--- config.mk ---
export PLATFORM = sky130hd
export DESIGN_NAME = udp_header_check_decode
export DESIGN_NICKNAME = d
export VERILOG_FILES = /design/src/rtl/udphc_pkg.sv /design/src/rtl/udp_header_check_decode.sv
export SDC_FILE = /design/constraint.sdc
export NUM_CORES = 1
export LEC_CHECK = 0
export BUFFER_PORTS_ARGS = -buffer_cell sky130_fd_sc_hd__buf_2
export CAP_MARGIN = 20
export CORE_MARGIN = 10
export CORE_UTILIZATION = 30
export DETAILED_ROUTE_END_ITERATION = 10
export HOLD_SLACK_MARGIN = 0.15
export SYNTH_ARGS = -nofsm -noshare
export SYNTH_HDL_FRONTEND = slang
export SYNTH_SLANG_ARGS = --single-unit
export TNS_END_PERCENT = 5
--- constraint.sdc ---
create_clock -name clk -period 12.85 [get_ports clk]
set_clock_uncertainty 0.15 [all_clocks]
set_input_delay 1.285 -clock clk [delete_from_list [all_inputs] [get_ports clk]]
set_output_delay 1.285 -clock clk [all_outputs]
set_load 0.02 [all_outputs]
--- src/rtl/udphc_pkg.sv ---
// Shared types and constants for the UDP header decode and checksum check block.
// Depends on nothing; imported by udp_header_check_decode.
package udphc_pkg;

    // Fixed UDP header size in bytes.
    localparam logic [15:0] UDP_HDR_LEN = 16'd8;
    // IP protocol number of UDP, summed into the pseudo-header.
    localparam logic [15:0] UDP_PROTO   = 16'd17;
    // Ones'-complement sum of a datagram whose checksum verifies.
    localparam logic [15:0] SUM_GOOD    = 16'hFFFF;
    // Saturation value of the byte counter.
    localparam logic [15:0] COUNT_MAX   = 16'hFFFF;

    // Verdict codes; the first check that fails in this order decides.
    typedef enum logic [2:0] {
        ST_OK     = 3'd0,  // all checks passed
        ST_SHORT  = 3'd1,  // fewer than eight bytes received
        ST_TRUNC  = 3'd2,  // fewer bytes received than the length field
        ST_BADLEN = 3'd4,  // length field below eight
        ST_BADSUM = 3'd3   // checksum present and wrong
    } udphc_status_t;

    // One verdict as it waits in the output registers.
    typedef struct packed {
        logic          accepted;
        udphc_status_t status;
        logic [15:0]   src_port;
        logic [15:0]   dst_port;
        logic [15:0]   payload_length;
    } udphc_result_t;

endpackage

--- src/rtl/udp_header_check_decode.sv ---
// UDP header decode and checksum verify, one datagram byte per transaction.
// Depends on udphc_pkg (status codes, result struct, header constants).
//
//  channel | direction | handshake          | payload
//  --------+-----------+--------------------+-------------------------------------------
//  input   | in        | in_valid/in_stall  | data_byte, last_byte, src_ip, dst_ip
//  output  | out       | out_valid/out_stall| accepted, status, src_port, dst_port,
//          |           |                    | payload_length
//
// One input transaction is taken every cycle while in_stall is low; a byte's work
// is a single multi-operand ones'-complement add with two folds, done between the
// state registers and the result registers. A verdict is registered in the result
// register, or in the skid register if the result is held; this two-entry output
// lets input continue while a verdict waits; in_stall rises only once the skid
// register is occupied. Reset clears all datagram state and both output slots.
module udp_header_check_decode
    import udphc_pkg::*;
(
    input  logic        clk,
    input  logic        rst_n,

    input  logic        in_valid,
    output logic        in_stall,
    input  logic [7:0]  data_byte,
    input  logic        last_byte,
    input  logic [31:0] src_ip,
    input  logic [31:0] dst_ip,

    output logic        out_valid,
    input  logic        out_stall,
    output logic        accepted,
    output logic [2:0]  status,
    output logic [15:0] src_port,
    output logic [15:0] dst_port,
    output logic [15:0] payload_length
);

    // Datagram state.
    logic [15:0]   count_reg;
    logic [15:0]   sum_reg;
    logic [7:0]    hold_reg;
    logic [15:0]   sport_reg;
    logic [15:0]   dport_reg;
    logic [15:0]   len_reg;
    logic          csum_present_reg;

    logic [15:0]   count_next;
    logic [15:0]   sum_next;
    logic [7:0]    hold_next;
    logic [15:0]   sport_next;
    logic [15:0]   dport_next;
    logic [15:0]   len_next;
    logic          csum_present_next;

    // Output slots.
    logic          out_valid_reg;
    udphc_result_t out_data_reg;
    logic          skid_valid_reg;
    udphc_result_t skid_data_reg;

    logic          in_fire;
    logic          push;
    logic          pop;
    logic          word_en;
    logic [16:0]   n_bytes;
    logic [15:0]   t0, t1, t2, t3, t4;
    logic [18:0]   total;
    logic [16:0]   fold1;
    logic          pad_en;
    udphc_status_t status_new;
    udphc_result_t res_new;

    assign in_stall = skid_valid_reg;
    assign in_fire  = in_valid & ~in_stall;
    assign push     = in_fire & last_byte;
    assign pop      = out_valid_reg & ~out_stall;

    // Per-byte decode and sum update.
    always_comb
    begin
        sport_next        = sport_reg;
        dport_next        = dport_reg;
        len_next          = len_reg;
        csum_present_next = csum_present_reg;

        unique case (count_reg)
            16'd0:   sport_next = {data_byte, 8'h00};
            16'd1:   sport_next = {sport_reg[15:8], data_byte};
            16'd2:   dport_next = {data_byte, 8'h00};
            16'd3:   dport_next = {dport_reg[15:8], data_byte};
            16'd4:   len_next   = {data_byte, 8'h00};
            16'd5:   len_next   = {len_reg[15:8], data_byte};
            16'd6,
            16'd7:   csum_present_next = csum_present_reg | (data_byte != 8'h00);
            default: ;
        endcase

        // Bytes past the length field are padding and stay out of the sum.
        word_en   = (count_reg < 16'd6) || (count_reg < len_reg);
        hold_next = (word_en && !count_reg[0]) ? data_byte : hold_reg;
        n_bytes   = {1'b0, count_reg} + 17'd1;

        // An odd trailing byte is summed with a zero low byte once lengths pass.
        pad_en = last_byte && len_next[0]
               && (n_bytes >= {1'b0, UDP_HDR_LEN})
               && (n_bytes >= {1'b0, len_next})
               && (len_next >= UDP_HDR_LEN);

        if (count_reg == 16'd0)
        begin
            // Pseudo-header: addresses and protocol.
            t0 = src_ip[31:16];
            t1 = src_ip[15:0];
            t2 = dst_ip[31:16];
            t3 = dst_ip[15:0];
            t4 = UDP_PROTO;
        end
        else
        begin
            t0 = (word_en && count_reg[0]) ? {hold_reg, data_byte} : 16'h0000;
            t1 = (count_reg == 16'd5) ? len_next : 16'h0000;
            t2 = pad_en ? {hold_next, 8'h00} : 16'h0000;
            t3 = 16'h0000;
            t4 = 16'h0000;
        end

        // End-around carry: two folds bring any total back into 16 bits.
        total = {3'b000, sum_reg} + {3'b000, t0} + {3'b000, t1} + {3'b000, t2}
              + {3'b000, t3} + {3'b000, t4};
        fold1    = {1'b0, total[15:0]} + {14'b0, total[18:16]};
        sum_next = fold1[15:0] + {15'b0, fold1[16]};

        count_next = (count_reg == COUNT_MAX) ? count_reg : count_reg + 16'd1;

        priority if (n_bytes < {1'b0, UDP_HDR_LEN})
            status_new = ST_SHORT;
        else if (n_bytes < {1'b0, len_next})
            status_new = ST_TRUNC;
        else if (len_next < UDP_HDR_LEN)
            status_new = ST_BADLEN;
        else if (csum_present_next && (sum_next != SUM_GOOD))
            status_new = ST_BADSUM;
        else
            status_new = ST_OK;

        res_new.accepted       = (status_new == ST_OK);
        res_new.status         = status_new;
        res_new.src_port       = (status_new == ST_OK) ? sport_next : 16'h0000;
        res_new.dst_port       = (status_new == ST_OK) ? dport_next : 16'h0000;
        res_new.payload_length = (status_new == ST_OK) ? (len_next - UDP_HDR_LEN)
                                                       : 16'h0000;
    end

    // Advance datagram state; drop it all after the last byte.
    always_ff @(posedge clk or negedge rst_n)
    begin
        if (!rst_n)
        begin
            count_reg        <= '0;
            sum_reg          <= '0;
            hold_reg         <= '0;
            sport_reg        <= '0;
            dport_reg        <= '0;
            len_reg          <= '0;
            csum_present_reg <= 1'b0;
        end
        else if (in_fire)
        begin
            if (last_byte)
            begin
                count_reg        <= '0;
                sum_reg          <= '0;
                hold_reg         <= '0;
                sport_reg        <= '0;
                dport_reg        <= '0;
                len_reg          <= '0;
                csum_present_reg <= 1'b0;
            end
            else
            begin
                count_reg        <= count_next;
                sum_reg          <= sum_next;
                hold_reg         <= hold_next;
                sport_reg        <= sport_next;
                dport_reg        <= dport_next;
                len_reg          <= len_next;
                csum_present_reg <= csum_present_next;
            end
        end
    end

    // Output slot control: the skid register catches a verdict that arrives
    // while the result register is held by a stalled consumer.
    always_ff @(posedge clk or negedge rst_n)
    begin
        if (!rst_n)
        begin
            out_valid_reg  <= 1'b0;
            skid_valid_reg <= 1'b0;
        end
        else if (skid_valid_reg)
        begin
            if (pop)
                skid_valid_reg <= 1'b0;
        end
        else if (push)
        begin
            if (out_valid_reg && !pop)
                skid_valid_reg <= 1'b1;
            else
                out_valid_reg <= 1'b1;
        end
        else if (pop)
        begin
            out_valid_reg <= 1'b0;
        end
    end

    // Output payload; no reset needed.
    always_ff @(posedge clk)
    begin
        if (skid_valid_reg)
        begin
            if (pop)
                out_data_reg <= skid_data_reg;
        end
        else if (push)
        begin
            if (out_valid_reg && !pop)
                skid_data_reg <= res_new;
            else
                out_data_reg <= res_new;
        end
    end

    assign out_valid      = out_valid_reg;
    assign accepted       = out_data_reg.accepted;
    assign status         = 3'(out_data_reg.status);
    assign src_port       = out_data_reg.src_port;
    assign dst_port       = out_data_reg.dst_port;
    assign payload_length = out_data_reg.payload_length;

endmodule

Word level (Yosys, flattened, before mapping)
Index checks and enable logic that the tools add are counted.

Add/sub/neg operators: 10. Magnitude comparators: 8. Equal/unequal tests: 13. Muxes and demuxes: 39. Bitwise gates (word level): 6. Reductions and logical operators: 21.

Operator list (number): 2-to-1 mux 16 bit (16); 2-to-1 mux 52 bit (4); one-hot mux 16 bit (2 select lines) (3); == test 16 x 3 -> 1 bit (second input constant) (4); adder 19 x 16 -> 19 bit (2); == test 16 x 2 -> 1 bit (second input constant) (2); adder 18 x 16 -> 19 bit (1); adder 17 x 16 -> 18 bit (1); adder 16 x 1 -> 17 bit (second input constant) (1); adder 16 x 16 -> 17 bit (1); adder 16 x 3 -> 17 bit (1); greater-or-equal comparator 17 x 16 -> 1 bit (1); greater-or-equal comparator 17 x 4 -> 1 bit (second input constant) (1); less-than comparator 17 x 16 -> 1 bit (1); less-than comparator 17 x 4 -> 1 bit (second input constant) (1); adder 16 x 1 -> 16 bit (1); adder 16 x 1 -> 16 bit (second input constant) (1); == test 16 x 1 -> 1 bit (second input constant) (1); == test 16 bit (second input constant) (1); greater-or-equal comparator 16 x 4 -> 1 bit (second input constant) (1); logical NOT 16 bit (1); less-than comparator 16 bit (1); less-than comparator 16 x 3 -> 1 bit (second input constant) (1); less-than comparator 16 x 4 -> 1 bit (second input constant) (1); 21 further kinds (48).

Bits in registers: 195. Input port bits: 77. Output and inout bits: 54.

Logic depth before layout (Yosys ltp)
Depth after elaboration: 24. Mapped depth: 57. Gate-level depth less buffers: 54.

Least setup slack after synthesis
Ideal clock, no wire load.

Kind: reg2reg. Start: reg count_reg[1]. End: reg out_data_reg (netlist bit status[1]), data pin. Library setup time: 0.277 ns. Arrival time: 10.696 ns. Data required time: 12.423 ns. Slack: 1.727 ns. Stages on the path, launching flop included: 56. Buffers on the path: 3. Cell sequence: dfrtp_1 inv_1 ha_1 nor4bb_1 and4_1 clkbuf_1 clkbuf_1 a22o_1 inv_1 ha_1 a21o_1 a21o_1 a211oi_1 o21ai_0 nand4b_1 o211ai_2 o21ai_1 o21ai_0 (+20 left out) o21ai_1 nand2b_1 nor3_4 nand3_1 nor3_1 nand2_1 nor2_1 ha_1 ha_1 nand2_1 nor2_1 o211ai_1 xnor2_1 nor4b_1 nand4_1 or4b_1 o21ai_1 a221oi_1.

Longest elaborated chain between the ends: 22. Elaborated cells on any way between the ends: 49.

Ends and longest elaborated chain: from (decl) (line udp_header_check_decode.sv:39) `logic [15:0] count_reg;`; from (signal assigned) (line udp_header_check_decode.sv:181) `count_reg <= count_next;`; branches (longest 18 deep; another with adder 18 x 16 -> 19 bit); 2-to-1 mux 3 bit (*) (line udp_header_check_decode.sv:135) `priority if (n_bytes < {1'b0, UDP_HDR_LEN})`; 2-to-1 mux 52 bit (*) (line udp_header_check_decode.sv:229) `if (out_valid_reg && !pop)`; 2-to-1 mux 52 bit (*) (line udp_header_check_decode.sv:227) `else if (push)`; 2-to-1 mux 52 bit (*) (line udp_header_check_decode.sv:222) `if (skid_valid_reg)`; to (signal assigned) (line udp_header_check_decode.sv:225) `out_data_reg <= skid_data_reg;`; to (signal assigned) (line udp_header_check_decode.sv:232) `out_data_reg <= res_new;`; to (decl) (line udp_header_check_decode.sv:57) `udphc_result_t out_data_reg;`.

Mark *: on every way between the ends. The select of a mux whose other input is x is not followed. A chain may end at the register's enable or synchronous reset.

==> flow_results.org <==
** Layout
- Net total in the final layout :: 1677
- The finished cells cover 15400 um^2.
- Relative to the synthesized area, the layout overhead comes to 14.7%.
- Leading cell types in the layout, fill and taps excluded :: 149 x nand2_1, 129 x buf_2, 114 x inv_1
- Cells with a size suffix above 1 make up 17.4% of the layout.
- The register with the most flip-flops in the layout has 52 of them.
- Utilization after layout :: 34.8%
- Counting the fill cells in the layout gives 4489.
- Final cell count without fillers :: 2088
- Leaving out fill and tap cells, the most frequent cell in the layout is nand2_1.

** Power and ir drop
- Fraction of power spent switching nets :: 42.1%
- Internal power comes to 1.33 mW.
- Leakage power :: 6.46 nW
- VDD sags by at most 84.6 uV.
- Power spread over the standard cell area amounts to 149 nW/um^2.
- In this run the power spent charging and discharging nets is 0.966 mW.
- Combinational logic burns 48.4% of the power.
- Sequential cells account for 28.8% of the total power.
- Share of total power in the clock network :: 22.8%

** Logic synthesis
- The cell count after synthesis came out at 1380.
- Synth area leaders :: edfxtp_1 23%, dfrtp_1 17%, fa_1 7.6%
- Each instance of the synthesized netlist takes up on average 9.71 um^2.
- Synthesized net count :: 1575
- After synthesis, the netlist uses 82 different library cells.
- edfxtp_1 takes more of the synthesized area than any other cell.
- Area share of the largest cell type after synthesis :: 23.3%
- The synthesized design contains 195 register bits.
- Multiplexer fraction of the synthesized cell area :: 0.149%
- Post-Syn Area :: 13400 um^2
- Async set or reset register ratio after synthesis :: 46.7%
- After synthesis, the largest family of logic cells by area is compound AO/OA/AOI/OAI gates.
- Summing the areas of all xor and xnor instances in the mapped netlist gives 3.59% of the synthesized area.
- Of the total synthesized cell area, the portion taken by AND, OR, NAND and NOR gates is 14.6%.
- Proportion of synthesized chip area in sequential cells :: 40.3%
- Warnings from Yosys :: 0
- Share of synthesized cell area in full adder, half adder and majority cells :: 14.0%
- Fraction of the mapped netlist area in compound gates :: 20.8%
- In the synthesized netlist the dominant register cell turns out to be edfxtp_1.
- Counting flops with a built-in enable in the synthesized netlist gives 104.

** GRT
- Overall fraction of global-route tracks in use :: 15.5%
- Entering global routing, the biggest net connects 98 pins.
- Sum of overflow across all layers after global routing :: 0
- The first global-routing pass estimated 64900 um of wire.
- Number of antenna violations at the first check in global routing :: 2
- Number of global-route vias before repair :: 10800

** Min path
- Worst hold stages :: 2
- The worst hold path terminates at dport_reg[14]$_DFFE_PN0P_.
- The startpoint identified for the worst hold timing path is dport_reg[14]$_DFFE_PN0P_.
- Hold WC Path Type :: reg -> reg

** Setup path
- On the critical path, the stage with the largest delay is an instance of fa_1.
- By startpoint and endpoint, the worst setup path is classified as reg -> reg.
- WP data arrival :: 12.06 ns
- Critical path endpoint category :: register
- Startpoint class of the critical path :: register
- Largest fanout on the critical path :: 9
- For this run, the slowest stage of the critical path takes 0.55 ns.
- At the worst endpoint, the required time is 12.89 ns.
- The number of cells on the worst reg-to-reg path is 53.
- In this run the critical register-to-register path is captured at skid_data_reg[49]$_DFFE_PP_.
- In this run the critical register-to-register path is launched from count_reg[7]$_DFFE_PN0P_.
- Across all register-to-register paths, the minimum setup slack is 0.83 ns.
- Most frequent cell on the critical path :: ha_1

** Routing
- The final layout contains routed wiring with a total length of 41700 um.
- Count of nets left with antenna violations after detail routing :: 0
- Initial drt markers :: 974
- The first detailed-routing pass took 5 iterations.
- In the routed design, unresolved DRC markers number 0.
- For this block, the via count after detailed routing is 11000.
- Dividing the detail-routed wire length by the instance count gives 20.0 um.
- Via/cell ratio :: 5.26

** Place
- Placed Area :: 14700 um^2
- HPWL after detailed placement :: 31400 um
- The count of buffers added on input and output ports is 130.
- Placed cell count :: 2052
- GP Congestion :: 0.919

** Timing
- Pins over their slew limit :: 0
- Setup violations remaining at the end of the flow were counted as 0.
- Tightest slew margin relative to the limit :: 32.0%
- Final worst-path cycle share :: 93.5%
- Crit path time final :: 12.02 ns
- For the pin with the worst max-slew slack, the measured transition is 1.02 ns.
- Count of final hold-check violations :: 0
- Final hold slack :: 0.336 ns
- For the final routed database, the setup TNS stands at 0 ns.
- Max Clk Rate :: 0.0832 GHz

** Clock tree
- The number of hold buffers added after CTS was 0.
- Clock buffers created by TritonCTS :: 17
- TritonCTS clock tree :: done
- Clock Root Buffer :: clkbuf_16
- The clock drives 195 sinks.
- Htree depth :: 4
- Number of buffers between clock root and the deepest sink :: 2
- Clock-pin slew was measured on the worst setup and hold paths at 0.08 ns.
- Clk_lat worst skew :: 0.45 ns

** Floorplan
- Total die area :: 53500 um^2
- The core region is 44200 um^2.
- Num rows :: 77
- Die Span Y :: 231 um
- Measured along the x axis, the die boundary spans 231 um.
- During I/O placement, the number of pins put on the boundary was 131.
- Initial Utilization :: 30.3%

** Flow run
- Across the run, the number of max-cap violations was 0.

** Run status
- The flow ran to the end, and the final reports show no timing, DRC or antenna violations.
[Yosys cell counts (17+ instances only)]
library cell / instances
dfrtp_1: 91
inv_1: 114
xnor2_1: 36
o31ai_1: 48
ha_1: 67
o21ai_0: 86
xor2_1: 19
o22ai_1: 23
nand4_1: 17
a21o_1: 17
a21oi_1: 50
nor2_1: 96
nand3_1: 23
fa_1: 51
and3_1: 30
nand2_1: 149
a22oi_1: 90
buf_2: 18
clkbuf_1: 56
edfxtp_1: 104
[worst max path at each step]
stage	startpoint	to	slack (ns)	cells after the start
floorplan	count_reg[1]$_DFFE_PN0P_	status[1]$_DFFE_PP_	1.73	55
global placement	data_byte[6]	skid_data_reg[49]$_DFFE_PP_	0.56	50
detailed placement	count_reg[1]$_DFFE_PN0P_	payload_length[2]$_DFFE_PP_	0.15	57
CTS	count_reg[1]$_DFFE_PN0P_	payload_length[2]$_DFFE_PP_	0.09	57
global route	count_reg[1]$_DFFE_PN0P_	skid_data_reg[49]$_DFFE_PP_	-0.02	56
finish	count_reg[7]$_DFFE_PN0P_	skid_data_reg[49]$_DFFE_PP_	0.83	53
[power groups by stage]
stage	sequential, mW	clock, mW	combinational (mW)
global route	0.662	0.557	1.23
finish	0.662	0.523	1.11
floorplan	0.674	0	0.811
CTS	0.662	0.533	1.09
detailed placement	0.675	0	1.08
global placement	0.675	0	1.08
[repair_timing]
action                     in CTS  in global routing
setup endpoints to repair       0                106
gates resized for setup         0                 23
setup buffers                   0                  3
[metal layers]
| layer | routed length (um) | part of all wire (%) | global-route usage [%] |
|---|---|---|---|
| met5 | 13 | 0.031 | 0 |
| met4 | 1390 | 3.3 | 6.17 |
| met3 | 3020 | 7.2 | 3.31 |
| met2 | 18600 | 45 | 23.6 |
| met1 | 18700 | 45 | 21.2 |
[layout make-up]
type | count | area, um^2 | share of cell area (%)
clock buffers | 18 | 429 | 2.79
inverters | 115 | 432 | 2.81
flip-flops and latches | 195 | 5410 | 35.2
clock inverters | 14 | 143 | 0.928
diodes | 1 | 2.50 | 0.0163
well taps | 592 | 741 | 4.82
multi-input cells | 981 | 7230 | 47.1
repair buffers | 172 | 985 | 6.41
[cells by family after synthesis]
kind of cell,Yosys count
DFF,195
buffers and inverters,204
and+or+nand+nor,401
xor gates and xnor gates,55
muxes,2
adders and majority gates,120
AOI/OAI and AO/OA,403
[worst max-delay path, delay by kind of cell (launching register included)]
kind	cells	cell delay (ns)
buffers and inverters	6	0.72
and+or+nand+nor	20	4.04
AOI/OAI and AO/OA	16	2.95
adders and majority gates	9	3.02
DFF	1	0.50
xor gates and xnor gates	2	0.37
[per-stage QoR]
stage | setup slack [ns] | power [mW]
4_1_cts | 0.0853 | 2.28
3_3_place_gp | 0.559 | 1.76
6_report | 0.830 | 2.30
5_1_grt | -0.0195 | 2.45
2_1_floorplan | 1.73 | 1.48
3_5_place_dp | 0.150 | 1.76
(Power assumes the default switching activity.)
